**src/sv/i2cm_pkg.sv**
```systemverilog
// shared types, codes and constants of the tick-driven i2c master
`default_nettype none

package i2cm_pkg;

   // widths
   localparam int unsigned CmdW  = 3;
   localparam int unsigned HalfW = 10;
   localparam int unsigned ByteW = 8;

   // command codes
   localparam logic [CmdW-1:0] CMD_NONE      = 3'd0;
   localparam logic [CmdW-1:0] CMD_START     = 3'd1;
   localparam logic [CmdW-1:0] CMD_STOP      = 3'd2;
   localparam logic [CmdW-1:0] CMD_WRITE     = 3'd3;
   localparam logic [CmdW-1:0] CMD_READ_ACK  = 3'd4;
   localparam logic [CmdW-1:0] CMD_READ_NACK = 3'd5;
   localparam logic [CmdW-1:0] CMD_READ_TIME = 3'd6;
   localparam logic [CmdW-1:0] CMD_SET_REG   = 3'd7;

   // read-time transaction steps
   localparam logic [2:0] RT_START    = 3'd0;
   localparam logic [2:0] RT_WR_ADDR  = 3'd1;
   localparam logic [2:0] RT_WR_PTR   = 3'd2;
   localparam logic [2:0] RT_RESTART  = 3'd3;
   localparam logic [2:0] RT_WR_RADDR = 3'd4;
   localparam logic [2:0] RT_READ     = 3'd5;
   localparam logic [2:0] RT_STOP     = 3'd6;

   // set-register transaction steps
   localparam logic [2:0] SR_START   = 3'd0;
   localparam logic [2:0] SR_WR_ADDR = 3'd1;
   localparam logic [2:0] SR_WR_REG  = 3'd2;
   localparam logic [2:0] SR_WR_DATA = 3'd3;
   localparam logic [2:0] SR_STOP    = 3'd4;

   // bus constants
   localparam logic [ByteW-1:0] ADDR_WRITE   = 8'hD0;
   localparam logic [ByteW-1:0] ADDR_READ    = 8'hD1;
   localparam logic [ByteW-1:0] TIME_POINTER = 8'h00;
   localparam logic [3:0]       BITS_PER_BYTE = 4'd8;
   localparam logic [2:0]       RT_ACK_BYTES  = 3'd6;
   localparam logic [2:0]       RT_LAST_BYTE  = 3'd7;
   localparam logic [2:0]       RT_DOW_INDEX  = 3'd3;
   localparam logic [HalfW-1:0] HALF_RESET    = 10'd5;

   // bus phases, one-hot
   typedef enum logic [12:0] {
      PH_IDLE  = 13'b0_0000_0000_0001,
      PH_ST_A  = 13'b0_0000_0000_0010,
      PH_ST_B  = 13'b0_0000_0000_0100,
      PH_SP_A  = 13'b0_0000_0000_1000,
      PH_SP_B  = 13'b0_0000_0001_0000,
      PH_WR_LO = 13'b0_0000_0010_0000,
      PH_WR_HI = 13'b0_0000_0100_0000,
      PH_WA_LO = 13'b0_0000_1000_0000,
      PH_WA_HI = 13'b0_0001_0000_0000,
      PH_RD_LO = 13'b0_0010_0000_0000,
      PH_RD_HI = 13'b0_0100_0000_0000,
      PH_RA_LO = 13'b0_1000_0000_0000,
      PH_RA_HI = 13'b1_0000_0000_0000
   } phase_type;

   // one classified tick item
   typedef struct packed {
      logic             has_cmd;
      logic [CmdW-1:0]  cmd;
      logic [ByteW-1:0] tx_byte;
      logic [ByteW-1:0] reg_addr;
      logic             sda_in;
   } item_type;

   // first phase of a bus primitive
   typedef struct packed {
      phase_type        phase;
      logic             load;
      logic [ByteW-1:0] data;
   } prim_type;

   // one result transfer
   typedef struct packed {
      logic             scl_low;
      logic             sda_low;
      logic             busy_res;
      logic             byte_valid;
      logic [ByteW-1:0] rx_byte;
      logic [2:0]       rx_index;
      logic             nack_seen;
      logic             cmd_done;
   } res_type;

endpackage

`default_nettype wire

```
**src/sv/i2cm_front.sv**
```systemverilog
// front end: accepts tick transfers, classifies them and queues them for the engine
`default_nettype none

module i2cm_front (
   input  wire logic                        clock,
   input  wire logic                        reset,
   input  wire logic                        req_valid,
   output logic                             req_stall,
   input  wire logic [i2cm_pkg::CmdW-1:0]   req_cmd,
   input  wire logic [i2cm_pkg::ByteW-1:0]  req_tx_byte,
   input  wire logic [i2cm_pkg::ByteW-1:0]  req_reg_addr,
   input  wire logic                        req_sda_in,
   output logic                             q_valid,
   input  wire logic                        q_stall,
   output i2cm_pkg::item_type               q_item
);

   i2cm_pkg::item_type q_ff [2];
   i2cm_pkg::item_type item;
   logic       wr_ptr_ff, wr_ptr_in;
   logic       rd_ptr_ff, rd_ptr_in;
   logic [1:0] count_ff, count_in;
   logic       push, pop;

   // classify the incoming tick
   always_comb begin
      item.has_cmd  = (req_cmd != i2cm_pkg::CMD_NONE);
      item.cmd      = req_cmd;
      item.tx_byte  = req_tx_byte;
      item.reg_addr = req_reg_addr;
      item.sda_in   = req_sda_in;
   end

   // two-entry queue control
   assign req_stall = (count_ff == 2'd2);
   assign push      = req_valid && !req_stall;
   assign q_valid   = (count_ff != 2'd0);
   assign pop       = q_valid && !q_stall;
   assign q_item    = q_ff[rd_ptr_ff];

   always_comb begin
      wr_ptr_in = wr_ptr_ff ^ push;
      rd_ptr_in = rd_ptr_ff ^ pop;
      count_in  = count_ff;
      if (push && !pop) begin
         count_in = count_ff + 2'd1;
      end else if (pop && !push) begin
         count_in = count_ff - 2'd1;
      end
   end

   always_ff @(posedge clock) begin
      if (reset) begin
         wr_ptr_ff <= 1'b0;
         rd_ptr_ff <= 1'b0;
         count_ff  <= 2'd0;
      end else begin
         wr_ptr_ff <= wr_ptr_in;
         rd_ptr_ff <= rd_ptr_in;
         count_ff  <= count_in;
      end
   end

   // queue storage
   always_ff @(posedge clock) begin
      if (push) begin
         q_ff[wr_ptr_ff] <= item;
      end
   end

endmodule

`default_nettype wire

```
**src/sv/i2cm_engine.sv**
```systemverilog
// back end: bus phase sequencer, transaction steps and result register
`default_nettype none

module i2cm_engine (
   input  wire logic                        clock,
   input  wire logic                        reset,
   input  wire logic                        csr_wr_en,
   input  wire logic [i2cm_pkg::HalfW-1:0]  csr_wr_data,
   input  wire logic                        q_valid,
   output logic                             q_stall,
   input  wire i2cm_pkg::item_type          q_item,
   output logic                             rsp_valid,
   input  wire logic                        rsp_stall,
   output i2cm_pkg::res_type                rsp_res
);

   i2cm_pkg::phase_type         phase_ff, phase_in;
   logic [i2cm_pkg::HalfW-1:0]  half_ff, half_in;
   logic [i2cm_pkg::HalfW-1:0]  tick_ff, tick_in;
   logic [3:0]                  bit_ff, bit_in;
   logic [7:0]                  shift_ff, shift_in;
   logic [2:0]                  step_ff, step_in;
   logic [2:0]                  byte_cnt_ff, byte_cnt_in;
   logic [2:0]                  pend_ff, pend_in;
   logic [7:0]                  held_value_ff, held_value_in;
   logic [7:0]                  held_addr_ff, held_addr_in;
   logic                        nack_ff, nack_in;
   logic                        hold_scl_ff, hold_scl_in;
   logic                        hold_sda_ff, hold_sda_in;
   logic                        rsp_valid_ff, rsp_valid_in;
   i2cm_pkg::res_type           res_ff, res_in;

   logic [i2cm_pkg::HalfW-1:0]  half_eff;
   logic                        pop;
   logic                        prim_end, prim_scl, prim_sda, cmd_end;
   logic                        bit_low, ack_low;
   i2cm_pkg::prim_type          prim;

   // first phase of the primitive chosen by command and step
   function automatic i2cm_pkg::prim_type begin_prim(
      input logic [2:0] pc,
      input logic [2:0] ts,
      input logic [7:0] hv,
      input logic [7:0] ha
   );
      i2cm_pkg::prim_type p;
      p.phase = i2cm_pkg::PH_IDLE;
      p.load  = 1'b0;
      p.data  = hv;
      case (pc)
         i2cm_pkg::CMD_START: p.phase = i2cm_pkg::PH_ST_A;
         i2cm_pkg::CMD_STOP:  p.phase = i2cm_pkg::PH_SP_A;
         i2cm_pkg::CMD_WRITE: begin
            p.phase = i2cm_pkg::PH_WR_LO;
            p.load  = 1'b1;
         end
         i2cm_pkg::CMD_READ_ACK, i2cm_pkg::CMD_READ_NACK: p.phase = i2cm_pkg::PH_RD_LO;
         i2cm_pkg::CMD_READ_TIME: begin
            case (ts)
               i2cm_pkg::RT_START, i2cm_pkg::RT_RESTART: p.phase = i2cm_pkg::PH_ST_A;
               i2cm_pkg::RT_WR_ADDR: begin
                  p.phase = i2cm_pkg::PH_WR_LO;
                  p.load  = 1'b1;
                  p.data  = i2cm_pkg::ADDR_WRITE;
               end
               i2cm_pkg::RT_WR_PTR: begin
                  p.phase = i2cm_pkg::PH_WR_LO;
                  p.load  = 1'b1;
                  p.data  = i2cm_pkg::TIME_POINTER;
               end
               i2cm_pkg::RT_WR_RADDR: begin
                  p.phase = i2cm_pkg::PH_WR_LO;
                  p.load  = 1'b1;
                  p.data  = i2cm_pkg::ADDR_READ;
               end
               i2cm_pkg::RT_READ: p.phase = i2cm_pkg::PH_RD_LO;
               i2cm_pkg::RT_STOP: p.phase = i2cm_pkg::PH_SP_A;
               default: p.phase = i2cm_pkg::PH_IDLE;
            endcase
         end
         i2cm_pkg::CMD_SET_REG: begin
            case (ts)
               i2cm_pkg::SR_START: p.phase = i2cm_pkg::PH_ST_A;
               i2cm_pkg::SR_WR_ADDR: begin
                  p.phase = i2cm_pkg::PH_WR_LO;
                  p.load  = 1'b1;
                  p.data  = i2cm_pkg::ADDR_WRITE;
               end
               i2cm_pkg::SR_WR_REG: begin
                  p.phase = i2cm_pkg::PH_WR_LO;
                  p.load  = 1'b1;
                  p.data  = ha;
               end
               i2cm_pkg::SR_WR_DATA: begin
                  p.phase = i2cm_pkg::PH_WR_LO;
                  p.load  = 1'b1;
               end
               i2cm_pkg::SR_STOP: p.phase = i2cm_pkg::PH_SP_A;
               default: p.phase = i2cm_pkg::PH_IDLE;
            endcase
         end
         default: p.phase = i2cm_pkg::PH_IDLE;
      endcase
      return p;
   endfunction

   // handshake with queue and result register
   assign q_stall   = rsp_valid_ff && rsp_stall;
   assign pop       = q_valid && !q_stall;
   assign rsp_valid = rsp_valid_ff;
   assign rsp_res   = res_ff;

   // a zero half period acts as one tick
   assign half_eff = (half_ff == '0) ? {{(i2cm_pkg::HalfW-1){1'b0}}, 1'b1} : half_ff;

   // configuration write
   assign half_in = csr_wr_en ? csr_wr_data : half_ff;

   // one tick of the bus sequencer
   always_comb begin
      phase_in      = phase_ff;
      tick_in       = tick_ff;
      bit_in        = bit_ff;
      shift_in      = shift_ff;
      step_in       = step_ff;
      byte_cnt_in   = byte_cnt_ff;
      pend_in       = pend_ff;
      held_value_in = held_value_ff;
      held_addr_in  = held_addr_ff;
      nack_in       = nack_ff;
      hold_scl_in   = hold_scl_ff;
      hold_sda_in   = hold_sda_ff;
      res_in        = res_ff;
      rsp_valid_in  = rsp_valid_ff && rsp_stall;
      prim_end      = 1'b0;
      prim_scl      = 1'b0;
      prim_sda      = 1'b0;
      cmd_end       = 1'b0;
      bit_low       = 1'b0;
      ack_low       = 1'b0;
      prim          = begin_prim(pend_ff, step_ff, held_value_ff, held_addr_ff);

      if (pop) begin
         rsp_valid_in = 1'b1;
         res_in       = '0;

         // take a new command when idle
         if (phase_ff == i2cm_pkg::PH_IDLE && q_item.has_cmd) begin
            pend_in       = q_item.cmd;
            held_value_in = q_item.tx_byte;
            held_addr_in  = q_item.reg_addr;
            step_in       = 3'd0;
            byte_cnt_in   = 3'd0;
            prim          = begin_prim(q_item.cmd, 3'd0, q_item.tx_byte, q_item.reg_addr);
            bit_in        = 4'd0;
            tick_in       = '0;
            phase_in      = prim.phase;
            if (prim.load) begin
               shift_in = prim.data;
            end
         end

         res_in.scl_low = hold_scl_ff;
         res_in.sda_low = hold_sda_ff;

         if (phase_in != i2cm_pkg::PH_IDLE) begin
            bit_low = !shift_in[7];
            ack_low = (pend_in == i2cm_pkg::CMD_READ_ACK) ||
                      (pend_in == i2cm_pkg::CMD_READ_TIME && byte_cnt_in < i2cm_pkg::RT_ACK_BYTES);
            res_in.busy_res = 1'b1;

            // line drive of this half period
            case (phase_in)
               i2cm_pkg::PH_ST_A: begin
                  res_in.scl_low = 1'b0; res_in.sda_low = 1'b0;
               end
               i2cm_pkg::PH_ST_B: begin
                  res_in.scl_low = 1'b0; res_in.sda_low = 1'b1;
               end
               i2cm_pkg::PH_SP_A: begin
                  res_in.scl_low = 1'b1; res_in.sda_low = 1'b1;
               end
               i2cm_pkg::PH_SP_B: begin
                  res_in.scl_low = 1'b0; res_in.sda_low = 1'b1;
               end
               i2cm_pkg::PH_WR_LO: begin
                  res_in.scl_low = 1'b1; res_in.sda_low = bit_low;
               end
               i2cm_pkg::PH_WR_HI: begin
                  res_in.scl_low = 1'b0; res_in.sda_low = bit_low;
               end
               i2cm_pkg::PH_WA_LO, i2cm_pkg::PH_RD_LO: begin
                  res_in.scl_low = 1'b1; res_in.sda_low = 1'b0;
               end
               i2cm_pkg::PH_WA_HI, i2cm_pkg::PH_RD_HI: begin
                  res_in.scl_low = 1'b0; res_in.sda_low = 1'b0;
               end
               i2cm_pkg::PH_RA_LO: begin
                  res_in.scl_low = 1'b1; res_in.sda_low = ack_low;
               end
               i2cm_pkg::PH_RA_HI: begin
                  res_in.scl_low = 1'b0; res_in.sda_low = ack_low;
               end
               default: begin
                  res_in.scl_low = hold_scl_ff; res_in.sda_low = hold_sda_ff;
               end
            endcase

            // half period timing and phase advance
            if ({1'b0, tick_in} + 11'd1 < {1'b0, half_eff}) begin
               tick_in = tick_in + 10'd1;
            end else begin
               tick_in = '0;
               case (phase_in)
                  i2cm_pkg::PH_ST_A: phase_in = i2cm_pkg::PH_ST_B;
                  i2cm_pkg::PH_ST_B: begin
                     prim_end = 1'b1; prim_scl = 1'b0; prim_sda = 1'b1;
                  end
                  i2cm_pkg::PH_SP_A: phase_in = i2cm_pkg::PH_SP_B;
                  i2cm_pkg::PH_SP_B: begin
                     prim_end = 1'b1; prim_scl = 1'b0; prim_sda = 1'b0;
                  end
                  i2cm_pkg::PH_WR_LO: phase_in = i2cm_pkg::PH_WR_HI;
                  i2cm_pkg::PH_WR_HI: begin
                     shift_in = {shift_in[6:0], 1'b0};
                     bit_in   = bit_in + 4'd1;
                     phase_in = (bit_in >= i2cm_pkg::BITS_PER_BYTE) ? i2cm_pkg::PH_WA_LO
                                                                    : i2cm_pkg::PH_WR_LO;
                  end
                  i2cm_pkg::PH_WA_LO: phase_in = i2cm_pkg::PH_WA_HI;
                  i2cm_pkg::PH_WA_HI: begin
                     nack_in  = q_item.sda_in;
                     prim_end = 1'b1; prim_scl = 1'b1; prim_sda = 1'b0;
                  end
                  i2cm_pkg::PH_RD_LO: phase_in = i2cm_pkg::PH_RD_HI;
                  i2cm_pkg::PH_RD_HI: begin
                     shift_in = {shift_in[6:0], q_item.sda_in};
                     bit_in   = bit_in + 4'd1;
                     if (bit_in >= i2cm_pkg::BITS_PER_BYTE) begin
                        // day of week is read but not passed on
                        if (pend_in == i2cm_pkg::CMD_READ_TIME) begin
                           if (byte_cnt_in != i2cm_pkg::RT_DOW_INDEX) begin
                              res_in.byte_valid = 1'b1;
                              res_in.rx_index   = (byte_cnt_in < i2cm_pkg::RT_DOW_INDEX) ?
                                                  byte_cnt_in : byte_cnt_in - 3'd1;
                           end
                        end else begin
                           res_in.byte_valid = 1'b1;
                        end
                        if (res_in.byte_valid) begin
                           res_in.rx_byte = shift_in;
                        end
                        phase_in = i2cm_pkg::PH_RA_LO;
                     end else begin
                        phase_in = i2cm_pkg::PH_RD_LO;
                     end
                  end
                  i2cm_pkg::PH_RA_LO: phase_in = i2cm_pkg::PH_RA_HI;
                  i2cm_pkg::PH_RA_HI: begin
                     prim_end = 1'b1; prim_scl = 1'b1; prim_sda = 1'b0;
                  end
                  default: phase_in = i2cm_pkg::PH_IDLE;
               endcase
            end

            // primitive finished: next transaction step or command end
            if (prim_end) begin
               hold_scl_in = prim_scl;
               hold_sda_in = prim_sda;
               if (pend_in == i2cm_pkg::CMD_READ_TIME) begin
                  if (step_in inside {i2cm_pkg::RT_WR_ADDR, i2cm_pkg::RT_WR_PTR,
                                      i2cm_pkg::RT_WR_RADDR}) begin
                     step_in = nack_in ? i2cm_pkg::RT_STOP : step_in + 3'd1;
                  end else if (step_in == i2cm_pkg::RT_READ) begin
                     byte_cnt_in = byte_cnt_in + 3'd1;
                     if (byte_cnt_in == i2cm_pkg::RT_LAST_BYTE) begin
                        step_in = i2cm_pkg::RT_STOP;
                     end
                  end else if (step_in >= i2cm_pkg::RT_STOP) begin
                     cmd_end = 1'b1;
                  end else begin
                     step_in = step_in + 3'd1;
                  end
               end else if (pend_in == i2cm_pkg::CMD_SET_REG) begin
                  if (step_in inside {i2cm_pkg::SR_WR_ADDR, i2cm_pkg::SR_WR_REG}) begin
                     step_in = nack_in ? i2cm_pkg::SR_STOP : step_in + 3'd1;
                  end else if (step_in >= i2cm_pkg::SR_STOP) begin
                     cmd_end = 1'b1;
                  end else begin
                     step_in = step_in + 3'd1;
                  end
               end else begin
                  cmd_end = 1'b1;
               end

               if (cmd_end) begin
                  phase_in = i2cm_pkg::PH_IDLE;
                  tick_in  = '0;
               end else begin
                  prim     = begin_prim(pend_in, step_in, held_value_in, held_addr_in);
                  bit_in   = 4'd0;
                  tick_in  = '0;
                  phase_in = prim.phase;
                  if (prim.load) begin
                     shift_in = prim.data;
                  end
               end
            end
         end

         res_in.nack_seen = nack_in;
         res_in.cmd_done  = cmd_end;
      end
   end

   // control state
   always_ff @(posedge clock) begin
      if (reset) begin
         phase_ff      <= i2cm_pkg::PH_IDLE;
         half_ff       <= i2cm_pkg::HALF_RESET;
         tick_ff       <= '0;
         bit_ff        <= 4'd0;
         shift_ff      <= 8'd0;
         step_ff       <= 3'd0;
         byte_cnt_ff   <= 3'd0;
         pend_ff       <= i2cm_pkg::CMD_NONE;
         held_value_ff <= 8'd0;
         held_addr_ff  <= 8'd0;
         nack_ff       <= 1'b0;
         hold_scl_ff   <= 1'b0;
         hold_sda_ff   <= 1'b0;
         rsp_valid_ff  <= 1'b0;
      end else begin
         phase_ff      <= phase_in;
         half_ff       <= half_in;
         tick_ff       <= tick_in;
         bit_ff        <= bit_in;
         shift_ff      <= shift_in;
         step_ff       <= step_in;
         byte_cnt_ff   <= byte_cnt_in;
         pend_ff       <= pend_in;
         held_value_ff <= held_value_in;
         held_addr_ff  <= held_addr_in;
         nack_ff       <= nack_in;
         hold_scl_ff   <= hold_scl_in;
         hold_sda_ff   <= hold_sda_in;
         rsp_valid_ff  <= rsp_valid_in;
      end
   end

   // result payload register
   always_ff @(posedge clock) begin
      res_ff <= res_in;
   end

endmodule

`default_nettype wire

```
**src/sv/i2c_master_rtc_reader_core.sv**
```systemverilog
// tick-driven i2c master with read-time and set-register transactions
// a taken tick transfer passes through the front queue, and its result is registered in the engine result register
// throughput: one tick per cycle while neither the queue nor the result register stalls, set by the bus sequencer
// a two-entry queue between front and engine lets each side stall on its own
// synchronous active-high reset: bus idle, both lines released, half period of five ticks
`default_nettype none

module i2c_master_rtc_reader_core (
   input  wire logic                        clock,
   input  wire logic                        reset,
   input  wire logic                        csr_wr_en,
   input  wire logic [i2cm_pkg::HalfW-1:0]  csr_wr_data,
   input  wire logic                        req_valid,
   output logic                             req_stall,
   input  wire logic [i2cm_pkg::CmdW-1:0]   req_cmd,
   input  wire logic [i2cm_pkg::ByteW-1:0]  req_tx_byte,
   input  wire logic [i2cm_pkg::ByteW-1:0]  req_reg_addr,
   input  wire logic                        req_sda_in,
   output logic                             rsp_valid,
   input  wire logic                        rsp_stall,
   output logic                             rsp_scl_low,
   output logic                             rsp_sda_low,
   output logic                             rsp_busy_res,
   output logic                             rsp_byte_valid,
   output logic [i2cm_pkg::ByteW-1:0]       rsp_rx_byte,
   output logic [2:0]                       rsp_rx_index,
   output logic                             rsp_nack_seen,
   output logic                             rsp_cmd_done
);

   logic               q_valid;
   logic               q_stall;
   i2cm_pkg::item_type q_item;
   i2cm_pkg::res_type  res;

   // accept and classify tick transfers
   i2cm_front u_front (
      .clock        (clock),
      .reset        (reset),
      .req_valid    (req_valid),
      .req_stall    (req_stall),
      .req_cmd      (req_cmd),
      .req_tx_byte  (req_tx_byte),
      .req_reg_addr (req_reg_addr),
      .req_sda_in   (req_sda_in),
      .q_valid      (q_valid),
      .q_stall      (q_stall),
      .q_item       (q_item)
   );

   // run the bus sequencer
   i2cm_engine u_engine (
      .clock       (clock),
      .reset       (reset),
      .csr_wr_en   (csr_wr_en),
      .csr_wr_data (csr_wr_data),
      .q_valid     (q_valid),
      .q_stall     (q_stall),
      .q_item      (q_item),
      .rsp_valid   (rsp_valid),
      .rsp_stall   (rsp_stall),
      .rsp_res     (res)
   );

   // result fields
   assign rsp_scl_low    = res.scl_low;
   assign rsp_sda_low    = res.sda_low;
   assign rsp_busy_res   = res.busy_res;
   assign rsp_byte_valid = res.byte_valid;
   assign rsp_rx_byte    = res.rx_byte;
   assign rsp_rx_index   = res.rx_index;
   assign rsp_nack_seen  = res.nack_seen;
   assign rsp_cmd_done   = res.cmd_done;

endmodule

`default_nettype wire
```
**config.mk**
```make
export PLATFORM = sky130hd
export DESIGN_NAME = i2c_master_rtc_reader_core
export DESIGN_NICKNAME = d
export VERILOG_FILES = /design/src/sv/i2cm_pkg.sv /design/src/sv/i2cm_front.sv /design/src/sv/i2cm_engine.sv /design/src/sv/i2c_master_rtc_reader_core.sv
export SDC_FILE = /design/constraint.sdc
export NUM_CORES = 1
export LEC_CHECK = 0
export BUFFER_PORTS_ARGS = -buffer_cell sky130_fd_sc_hd__buf_2
export CAP_MARGIN = 20
export CORE_MARGIN = 5
export CORE_UTILIZATION = 30
export CTS_CLUSTER_DIAMETER = 40
export DETAILED_ROUTE_END_ITERATION = 6
export GPL_TIMING_DRIVEN = 0
export PLACE_DENSITY = 0.42
export SLEW_MARGIN = 5
export SYNTH_ARGS = -nofsm -noshare
export SYNTH_HDL_FRONTEND = slang
export SYNTH_SLANG_ARGS = --single-unit
```
**constraint.sdc**
```tcl
create_clock -name clock -period 15.1 [get_ports clock]
set_clock_uncertainty 0.1 [all_clocks]
set_input_delay 0.755 -clock clock [delete_from_list [all_inputs] [get_ports clock]]
set_output_delay 0.755 -clock clock [all_outputs]
set_load 0.02 [all_outputs]
```
### Word level (Yosys, flattened, before mapping)

Memories as Yosys holds them, arrays and structs flattened. A register that Yosys moved wholly into a read port is not among the register bits.
Index checks and enable logic that the tools add are counted.

| word-level totals | value |
|---|---|
| register bits | 95 |
| memory bits (writable) | 42 |
| input bits | 35 |
| output and inout port bits | 19 |
| logic and storage cells | 246 |
| memories kept | 1 |

Memories:

| memory | depth | bits a word | rd ports | clocked after memory_dff | write ports | line | source |
|---|---|---|---|---|---|---|---|
| u_front.q_ff | 2 | 21 | 1 | 1 | 1 | i2cm_front.sv:18 | `i2cm_pkg::item_type q_ff [2];` |

| cells by class | value |
|---|---|
| $add $sub $neg | 8 |
| magnitude comparators | 6 |
| eq/ne operators | 41 |
| muxes and demuxes | 120 |
| bitwise operators | 8 |
| reductions and logical operators | 37 |

Operators with widths:

| operator | number |
|---|---|
| $pmux 13 s9 | 1 |
| $mux 8 | 12 |
| $mux 3 | 29 |
| $pmux 10 s4 | 2 |
| $mux 13 | 6 |
| $mux 10 | 6 |
| $pmux 10 s6 | 1 |
| $mux 12 | 4 |
| $pmux 8 s2 | 3 |
| $eq 3x3->1 const B | 14 |
| $mux 1 | 42 |
| $mux 4 | 7 |
| $pmux 9 s3 | 1 |
| $eq 3x2->1 const B | 7 |
| $pmux 6 s3 | 1 |
| $pmux 2 s8 | 1 |
| $mux 15 | 1 |
| $reduce_or 2->1 | 7 |
| $eq 13x1->1 const B | 1 |
| $eq 13x10->1 const B | 1 |
| $eq 13x11->1 const B | 1 |
| $eq 13x12->1 const B | 1 |
| $eq 13x13->1 const B | 1 |
| $eq 13x2->1 const B | 1 |
| other kinds (40) | 69 |

### Logic depth before layout (Yosys ltp)

Gate-level depths: netlist of the first run.

| depth | value |
|---|---|
| word-level depth | 29 |
| depth in mapped cells | 28 |
| mapped depth without buffers | 22 |

### By module

Synthesis of the first run repeated with hierarchy kept, for this count alone.

| second synthesis, totals | value |
|---|---|
| cell total of the unflattened synthesis | 843 |
| area total of the unflattened synthesis | 7628.6 um^2 |

Modules (own cells, without submodules):

| module | instances | cells each | area an instance (um^2) | sequential area each (um^2) |
|---|---|---|---|---|
| i2cm_engine | 1 | 756 | 5910.7 | 1991.9 |
| i2cm_front | 1 | 87 | 1717.9 | 1341.3 |

### Worst setup path after synthesis of the first run

No wires, ideal clock.

| timing | value |
|---|---|
| path type | register to register |
| start | register, netlist name u_front.rd_ptr_ff |
| end | register u_engine.shift_ff[7] |
| library setup time | 80 ps |
| arrival | 5858 ps |
| data required time | 14920 ps |
| setup slack | 9062 ps |
| cell stages (with the launch flop) | 29 |
| buffers on the path | 7 |
| clock period less this slack | 6038 ps |
| cell sequence | dfxtp_1 buf_6 mux2_4 and2_1 nand2_1 clkbuf_1 clkbuf_1 clkbuf_1 clkbuf_1 and2_1 ha_1 nand2_1 nor3_1 xnor2_1 nor2_1 ha_1 nand2_1 nor3_1 nand3_1 o221ai_1 o21ai_1 a2bb2oi_1 a221o_1 buf_2 a32o_1 a22o_1 buf_6 and2_4 a211oi_2 |

RTL lines:

| element | line | source |
|---|---|---|
| end signal: assignment | i2cm_engine.sv:338 | `shift_ff <= shift_in;` |
| end: declaration | i2cm_engine.sv:21 | `logic [7:0] shift_ff, shift_in;` |

==> results.txt, run 1 <==
- Run status: finished clean
- Count of distinct cell types in the synthesized netlist: 82
- IO Count: 54
- Area leader, netlist: sky130_fd_sc_hd__edfxtp_1
* Crit path max fanout: 10
- Async SR Flop Fraction: 0
* Cell Area, Synth: 0.00771 mm2
* Yosys Warn Count: 0
- Data required, critical path: 15.30 ns
* Root buf cell: sky130_fd_sc_hd__clkbuf_16
* Final Hold Vio Count: 0
- Critical-path top delay cell: sky130_fd_sc_hd__clkbuf_1
- Detailed routing inserted a total of 6,903 vias.
- In this run the static leakage power is 3.28 nW.
* Prevailing post-synth register cell: sky130_fd_sc_hd__dfxtp_1
- The die covers slightly below 0.03 mm2.
- CTS HTree Levels: 4
* Number of slew-limit violations in the final report: 0
- After clock tree synthesis, the setup repair step added 0 buffers.
- Kind of launch point of the worst setup path: flip-flop
- Fraction of the yosys area taken by sequential cells: 0.432
* Total clock buffers created by CTS: 17
- The final layout contains routed wiring with a total length of 26.1 mm.
- Measured along the y axis, the die boundary spans between 150 and 200 um.
- Measured slew at the worst slew-check pin: 1.06 ns
* Starting DRC count in detailed routing: 515
- The worst pin sits at a relative slew slack of 0.283.
* Critical path arrival: 8.77 ns
- Reg area: roughly 0.0033 mm2
- Clock tree synthesis found a total of about 140 sinks.
- Timing would allow up to 117 MHz.
- Global routing finished with a remaining overflow of 0.
* Net total in the final layout: roughly 1,000
* Final-layout setup total negative slack: 0 ns
* Total nets after synthesis: ~930
- In this design, the critical path's most frequently occurring cell is sky130_fd_sc_hd__clkbuf_1.
- In this design, the largest share of critical-path delay is due to buffers and inverters.
- Entering global routing, the biggest net connects 27 pins.
* Fillers: 2,669
* Yosys reg bits: 137
* Share of the clock period used by the worst path after layout: 0.568
* Hold_buf cts: 0
- Critical path start-end classification: reg2reg
- Critical path buffer and inverter count: 6
- The multi-input combinational cells in the finished layout cover a total of ~0.0041 mm2.
- By count the netlist is led by 135 x sky130_fd_sc_hd__nor2_1, 78 x sky130_fd_sc_hd__dfxtp_1, 77 x sky130_fd_sc_hd__nand2_1.
- Compared with the post-synthesis result, the final layout area differs by 16.7%.
* Most frequent cell after synthesis: sky130_fd_sc_hd__nor2_1
- Synthesized instance count: 874
- The via count of the first global-routing pass came to 6,631.
- After legalization and detailed placement, the total HPWL measured 19.4 mm.
- Setup repair after global routing left no endpoint under its margin.
* Largest incremental delay on the critical path: a little under 0.7 ns
- At the end of routability-driven placement, the weighted congestion stood at 0.907.
- Dividing total power by cell area gives a power density of ~200 mW/mm2.
* Resized Gates After CTS: 0
- Count of max-cap constraint violations: 0
* Layout cell share with drive strength beyond 1: 0.129
- Number of buffers on the longest clock path: 2
- Number of failing setup endpoints in the final timing report: 0
* DP Worst Slack: 6.65 ns
- Vias per cell: 5.35
* Synthesized area per cell: 8.82 um2
- Buffers placed on the I/O ports in this run total 52.
* Wire length of the first global-routing pass: 40.3 mm
- Detailed-routing iteration count for the pre-antenna-repair pass: 5
- The number of antenna violations at the first check in global routing is 0.
- Number of antenna-violating nets in the routed design: 0
* Total global routing track utilization: 0.182
* Clock tree from TritonCTS: done
- Detailed-route wire length per cell: 20.3 um
* Clock period minus worst slack: between 8 and 9 ns
- Worst skew pair latency: ~0.44 ns
- Clk pin slew, worst setup/hold paths: 0.07 ns
* Horizontal extent of the die: 170 um
- Yosys attributes the largest share of cell area to sky130_fd_sc_hd__edfxtp_1 23%, sky130_fd_sc_hd__dfxtp_1 20%, sky130_fd_sc_hd__nor2_1 6.6%.
- Hold Crit Class: reg2reg
- Initial core utilization: 0.305
- Top cell type's share of synthesized area: 0.230
- The core region is 0.0253 mm2.
* Antenna diode count: 0
- The floorplan has 58 rows.
* Peak supply drop: 0.0874 mV
- In the routed design, unresolved DRC markers number 0.
- STA classifies the critical path endpoint as a flip-flop.
- Number of flops mapped to enable cells by yosys: 59
* Final worst-path setup slack: 6.53 ns
[per-stage QoR]
| stage | instance area [um2] | cells | util | hold WS (ns) | power (mW) |
|---|---|---|---|---|---|
| global placement | 8380 | 1256 | 0.332 | 0.362 | 1.41 |
| global route | 9000 | 1290 | 0.356 | 0.394 | 1.96 |
| CTS | 9000 | 1290 | 0.356 | 0.380 | 1.85 |
| detailed placement | 8400 | 1258 | 0.332 | 0.360 | 1.41 |
| finish | 9000 | 1290 | 0.356 | 0.372 | 1.85 |
| floorplan | 7710 | 874 | - | 0.341 | 1.10 |
[placed cells by master, fill, tap and decap left out, types with 8 or more instances in the layout]
| cell | synthesis | final |
|---|---|---|
| sky130_fd_sc_hd__o21ai_0 | 48 | 48 |
| sky130_fd_sc_hd__xor2_1 | 8 | 8 |
| sky130_fd_sc_hd__dfxtp_1 | 78 | 78 |
| sky130_fd_sc_hd__o211ai_1 | 12 | 12 |
| sky130_fd_sc_hd__a21oi_1 | 61 | 61 |
| sky130_fd_sc_hd__a211oi_1 | 25 | 25 |
| sky130_fd_sc_hd__inv_1 | 29 | 29 |
| sky130_fd_sc_hd__nor2_1 | 135 | 135 |
| sky130_fd_sc_hd__mux2i_1 | 32 | 32 |
| sky130_fd_sc_hd__ha_1 | 22 | 22 |
| sky130_fd_sc_hd__nor3_1 | 18 | 18 |
| sky130_fd_sc_hd__clkbuf_1 | 34 | 33 |
| sky130_fd_sc_hd__edfxtp_1 | 59 | 59 |
| sky130_fd_sc_hd__o31ai_1 | 9 | 9 |
| sky130_fd_sc_hd__nand3_1 | 29 | 29 |
| sky130_fd_sc_hd__or3_1 | 9 | 9 |
| sky130_fd_sc_hd__buf_2 | 5 | 58 |
| sky130_fd_sc_hd__nand2_1 | 77 | 77 |
| sky130_fd_sc_hd__a31oi_1 | 13 | 13 |
| sky130_fd_sc_hd__clkbuf_16 | 0 | 17 |
| sky130_fd_sc_hd__a22oi_1 | 12 | 12 |
| sky130_fd_sc_hd__xnor2_1 | 8 | 8 |
| sky130_fd_sc_hd__nor4_1 | 13 | 13 |
[per-layer routing]
layer	up-vias	global-route usage	wire, um
li1	3387	-	-
met1	3267	0.257	12300
met2	220	0.284	11800
met3	29	0.0302	1460
met4	0	0.0573	534
met5	-	0	0
[flip-flops by register name (all words and copies together), names as in the netlist, 4 cells and up]
name,cells
u_engine.bit_ff,4
u_engine.half_ff,10
u_engine.held_addr_ff,8
u_engine.held_value_ff,8
u_engine.phase_ff,13
u_engine.rsp_res,17
u_engine.shift_ff,8
u_engine.tick_ff,10
u_front.q_ff,42
[where the power goes]
part | internal [mW] | switching (mW) | leakage, nW
sequential | 0.481 | 0.0469 | 1.19
combinational | 0.248 | 0.635 | 1.79
clock | 0.238 | 0.198 | 0.294
total | 0.967 | 0.880 | 3.28
[cells by family (layout without fill, tap and decap cells)]
kind of cell,count (synthesis),count (layout),share of synthesized area
AND/OR/NAND/NOR,333,333,0.204
XOR/XNOR,16,16,0.0182
adder cells (fa/ha/maj),22,22,0.0357
AO/OA/AOI/OAI,252,252,0.220
buffers and inverters,78,164,0.0412
multiplexers,36,36,0.0482
flip-flops,137,137,0.432
[area by class of cell]
class | count | area share
clock buffers | 17 | 0.0473
plain buffers | 48 | 0.0229
well taps | 330 | 0.0459
clock inverters | 15 | 0.0199
flip-flops and latches | 137 | 0.370
repair buffers | 54 | 0.0303
inverters | 30 | 0.0125
multi-input cells | 659 | 0.451
[worst min-delay path, stage by stage (launching register included)]
cell	delay [ns]
sky130_fd_sc_hd__dfxtp_1	0.32
sky130_fd_sc_hd__nand2_1	0.06
sky130_fd_sc_hd__a21oi_1	0.05
[worst paths after layout]
| check | startpoint | end | slack [ns] | depth (start not counted) |
|---|---|---|---|---|
| setup / recovery | u_front.rd_ptr_ff | u_engine.shift_ff[0] | 6.53 | 27 |
| hold / removal | u_engine.bit_ff[1] | u_engine.bit_ff[1] | 0.37 | 2 |
| setup reg to reg | u_front.rd_ptr_ff | u_engine.shift_ff[0] | 6.53 | 27 |
| hold reg to reg | u_engine.bit_ff[1] | u_engine.bit_ff[1] | 0.37 | 2 |
(Power assumes the default switching activity.)
==> run 2, diff against run 1 <==
ABC_AREA = 1   (was unset)
PLACE_DENSITY = 0.44   (was 0.42)
clock period = 7.73 ns   (was 15.1 ns; I/O delays follow)
==> run 2 against run 1 <==
Compared with the run above:
- total power increased by 140%
- core utilization decreased by 0.50 points
- clock-buffer cell count unchanged
- largest cell class unchanged
- combinational power increased to 2.9 times the previous value
- die area increased by 4.3%
- first-iteration DRC count increased by 5.6%
- synthesized cell count increased by 24%
- cell area increased by 4.3%
- worst hold slack got worse by 0.34 ns
==> results.txt, run 2 <==
* Horizontal extent of the die: 174 um (+2.1%)
* Number of flops mapped to enable cells by yosys: 59 (unchanged)
- Top reg by flops: u_front.q_ff
- Share of the clock period used by the worst path after layout: 0.754 (+0.186)
- The final routed wirelength across all metal layers was 27.1 mm (+3.8%).
- Synthesized instance count: 1,081 (+24%)
- The total grt overflow came to 0 (unchanged).
- The worst voltage drop across the vdd grid was 0.160 mV (+83%).
- The clock-pin slew on the worst setup and hold paths is 0.07 ns (about the same).
- By instance count, the leading cell after synthesis is sky130_fd_sc_hd__nand2_1.
- Total via count after detailed routing: 7,486 (+8.4%)
* Depth of the worst register-to-register path: 36 (+33%)
- After synthesis, the most frequently instantiated cells are 239 x sky130_fd_sc_hd__nand2_1, 128 x sky130_fd_sc_hd__inv_1, 104 x sky130_fd_sc_hd__nor2_1.
* Worst skew pair latency: 0.44 ns (about the same)
* Final-layout setup total negative slack: 0 ns (unchanged)
* Number of antenna-violating nets in the routed design: 0 (unchanged)
* Flip-flop count of the largest register after layout: 42 (unchanged)
- Leaving out fill and tap cells, the most frequent cell in the layout is sky130_fd_sc_hd__nand2_1.
- The root buffer cell chosen for the clock tree is sky130_fd_sc_hd__clkbuf_16.
- The CTS buffer count came to 17 (unchanged).
- Wire length of the first global-routing pass: 42.3 mm (+4.9%)
- The number of antenna violations at the first check in global routing was 0 (unchanged).
* Gate family responsible for the most delay along the worst path: simple AND/OR/NAND/NOR gates
- Area leader, netlist: sky130_fd_sc_hd__edfxtp_1
- The maximum clock frequency is 172 MHz (+47%).
- The average wire per standard cell is 18.0 um (-11%).
- Final Hold Vio Count: 0 (unchanged)
- The detailed placement HPWL came to 20.0 mm (+3.2%).
* Async SR Flop Fraction: 0 (unchanged)
* Total global routing track utilization: 0.180 (-0.00191)
- Overall die area: 0.0303 mm2 (+4.3%)
- The core box area is 0.0267 mm2 (+5.8%).
- Unrepaired setup endpoints after global routing: false
- The portion of synthesized cell area occupied by the leading cell type is 0.220 (-0.0101).
- Instance area after placement: 0.00875 mm2 (+4.2%)
- Clock tree from TritonCTS: done
- The longest individual stage delay on the worst path was 0.50 ns (-0.18 ns).
* Initial core utilization: 0.302 (-0.00351)
- Yosys attributes the largest share of cell area to sky130_fd_sc_hd__edfxtp_1 22%, sky130_fd_sc_hd__dfxtp_1 19%, sky130_fd_sc_hd__nand2_1 11%.
- The final count of pins violating max slew is 0 (unchanged).
* Cell Area, Synth: 0.00807 mm2 (+4.6%)
- The tightest min-delay check is of the in2reg type.
* Utilization of the core after routing: 0.351 (-0.00502)
* Endpoint kind of the worst setup timing path: flip-flop
- The data required time at the worst endpoint is 7.92 ns (-7.38 ns).
- Critical path arrival: 6.02 ns (-2.75 ns)
- Critical path start-end classification: reg2reg
- Number of global-route vias before repair: 7,167 (+8.1%)
- Among the stages of the critical path, the cell type that occurs most often is sky130_fd_sc_hd__nand2_1.
- Starting DRC count in detailed routing: 544 (+5.6%)
- Critical path buffer and inverter count: 4 (-2)
- The number of filler cells placed in the layout is 2,891 (+8.3%).
* IO Count: 54 (unchanged)
* Synthesized area per cell: 7.46 um2 (-15%)
- Power density over cell area: 477 mW/mm2 (+130%)
* Clock sink total: 137 (unchanged)
- Resized Gates After CTS: 0 (unchanged)
* Yosys reg bits: 137 (unchanged)
* Kind of launch point of the worst setup path: flip-flop
- Row cnt: 60 (+3.4%)
- The fraction of final layout cells sized beyond drive strength 1 came to 0.137 (+0.00782).
- The distinct cell type count of the synthesized netlist is 51 (-38%).
* Maximum number of pins on one net before global-route repair: 27 (unchanged)
- Vias per cell: 4.96 (-7.3%)
- Yosys Warn Count: 0 (unchanged)
* Fraction of the yosys area taken by sequential cells: 0.413 (-0.0190)
- The transition time at the pin with the least slew margin was 1.03 ns (-0.0393 ns).
- Final worst-path setup slack: 1.90 ns (-4.63 ns)
* Number of failing setup endpoints in the final timing report: 0 (unchanged)
- Count of cells along the worst hold path: 1 (-1)
- The antenna diode count is 0 (unchanged).
- Area Growth Syn to Fin: 16.4%
- The slowest stage of the critical path belongs to the cell sky130_fd_sc_hd__clkbuf_1.
* Commonest cells after routing, fill and taps aside: 239 x sky130_fd_sc_hd__nand2_1, 128 x sky130_fd_sc_hd__inv_1, 104 x sky130_fd_sc_hd__nor2_1
- Detailed-routing iteration count for the pre-antenna-repair pass: 6 (+1)
* Critical path depth: 36 (+33%)
- The pre-CTS setup slack was 2.01 ns (-4.64 ns).
- The static power due to leakage is 3.97 nW (+21%).
* Number of buffers on the longest clock path: 2 (unchanged)
- The net count of the mapped netlist is 1,138 (+22%).
- Max transition margin: 0.316 (+0.0337)
- Post-route cell area: 0.00939 mm2 (+4.3%)
- The number of nets in the layout came to 1,212 (+21%).
* DRC: 0 (unchanged)
- Die height: 174 um (+2.1%)
- Prevailing post-synth register cell: sky130_fd_sc_hd__dfxtp_1
- Clock period minus worst slack: 5.83 ns (-2.74 ns)
- The setup fix buffers added after clock tree synthesis came to 0 (unchanged).
- The maximum level of the CTS H-tree was 4 (unchanged).
- The flow ran to the end, and the final reports show no timing, DRC or antenna violations.
- Count of max-cap constraint violations: 0 (unchanged)
- The hold buffer count at CTS came to 0 (unchanged).
- Routability Congestion: 0.918 (+1.2%)
- Crit path max fanout: 10 (unchanged)
- The count of buffers from port buffering was 52 (unchanged).
-- run 2: cell count changes after synthesis, moves of 20 or more --
cell                      delta
sky130_fd_sc_hd__o21ai_0    +44
sky130_fd_sc_hd__nand3_1    +27
sky130_fd_sc_hd__nand2_1   +162
sky130_fd_sc_hd__mux2i_1    -20
sky130_fd_sc_hd__inv_1      +99
sky130_fd_sc_hd__a21oi_1    +23
sky130_fd_sc_hd__nor2_1     -31
-- run 2: report_power, final --
part | switching, mW | total [mW] | internal [mW] | leakage (nW)
registers | 0.0978 | 1.07 | 0.974 | 1.20
logic | 1.89 | 2.57 | 0.683 | 2.49
clock network | 0.401 | 0.839 | 0.437 | 0.291
total | 2.39 | 4.48 | 2.09 | 3.97
-- run 2: path summary, 6_finish.rpt --
path | startpoint | to | slack (ns)
hold / removal | req_tx_byte[1] | u_front.q_ff[0][10] | 0.03
setup reg to reg | u_engine.phase_ff[12] | u_engine.shift_ff[6] | 1.90
hold reg to reg | u_engine.held_addr_ff[1] | u_engine.held_addr_ff[1] | 0.35
setup / recovery | u_engine.phase_ff[12] | u_engine.shift_ff[6] | 1.90
-- run 2: area by class of cell --
class                           count  area [um2]  area share
Inverter                          147         557      0.0593
Buffer                             34         158      0.0168
Multi-Input combinational cell    763        4020       0.428
Tap cell                          341         427      0.0454
Clock buffer                       17         425      0.0453
Timing Repair Buffer               55         298      0.0317
Sequential cell                   137        3330       0.355
Clock inverter                     15         175      0.0187
-- run 2: cells by family after synthesis --
| family | synth area share |
|---|---|
| muxes | 0.0149 |
| DFF | 0.413 |
| AOI/OAI and AO/OA | 0.161 |
| and+or+nand+nor | 0.273 |
| adders and majority gates | 0.0341 |
| buffers and inverters | 0.0884 |
| xor gates and xnor gates | 0.0152 |
-- run 2: stage by stage --
step	cells	power, mW	hold slack (ns)
2_1_floorplan	1081	2.82	0.325
3_3_place_gp	1474	3.63	0.335
3_5_place_dp	1474	3.63	0.341
4_1_cts	1506	4.48	0.0166
5_1_grt	1509	4.82	0.0193
6_report	1509	4.48	0.0298
-- run 2: per-layer routing --
layer / global-route usage / routed length [um] / up-vias
li1: - / - / 3776
met1: 0.252 / 13300 / 3507
met2: 0.297 / 12500 / 183
met3: 0.0248 / 1030 / 20
met4: 0.0379 / 306 / 0
met5: 0 / 0 / -
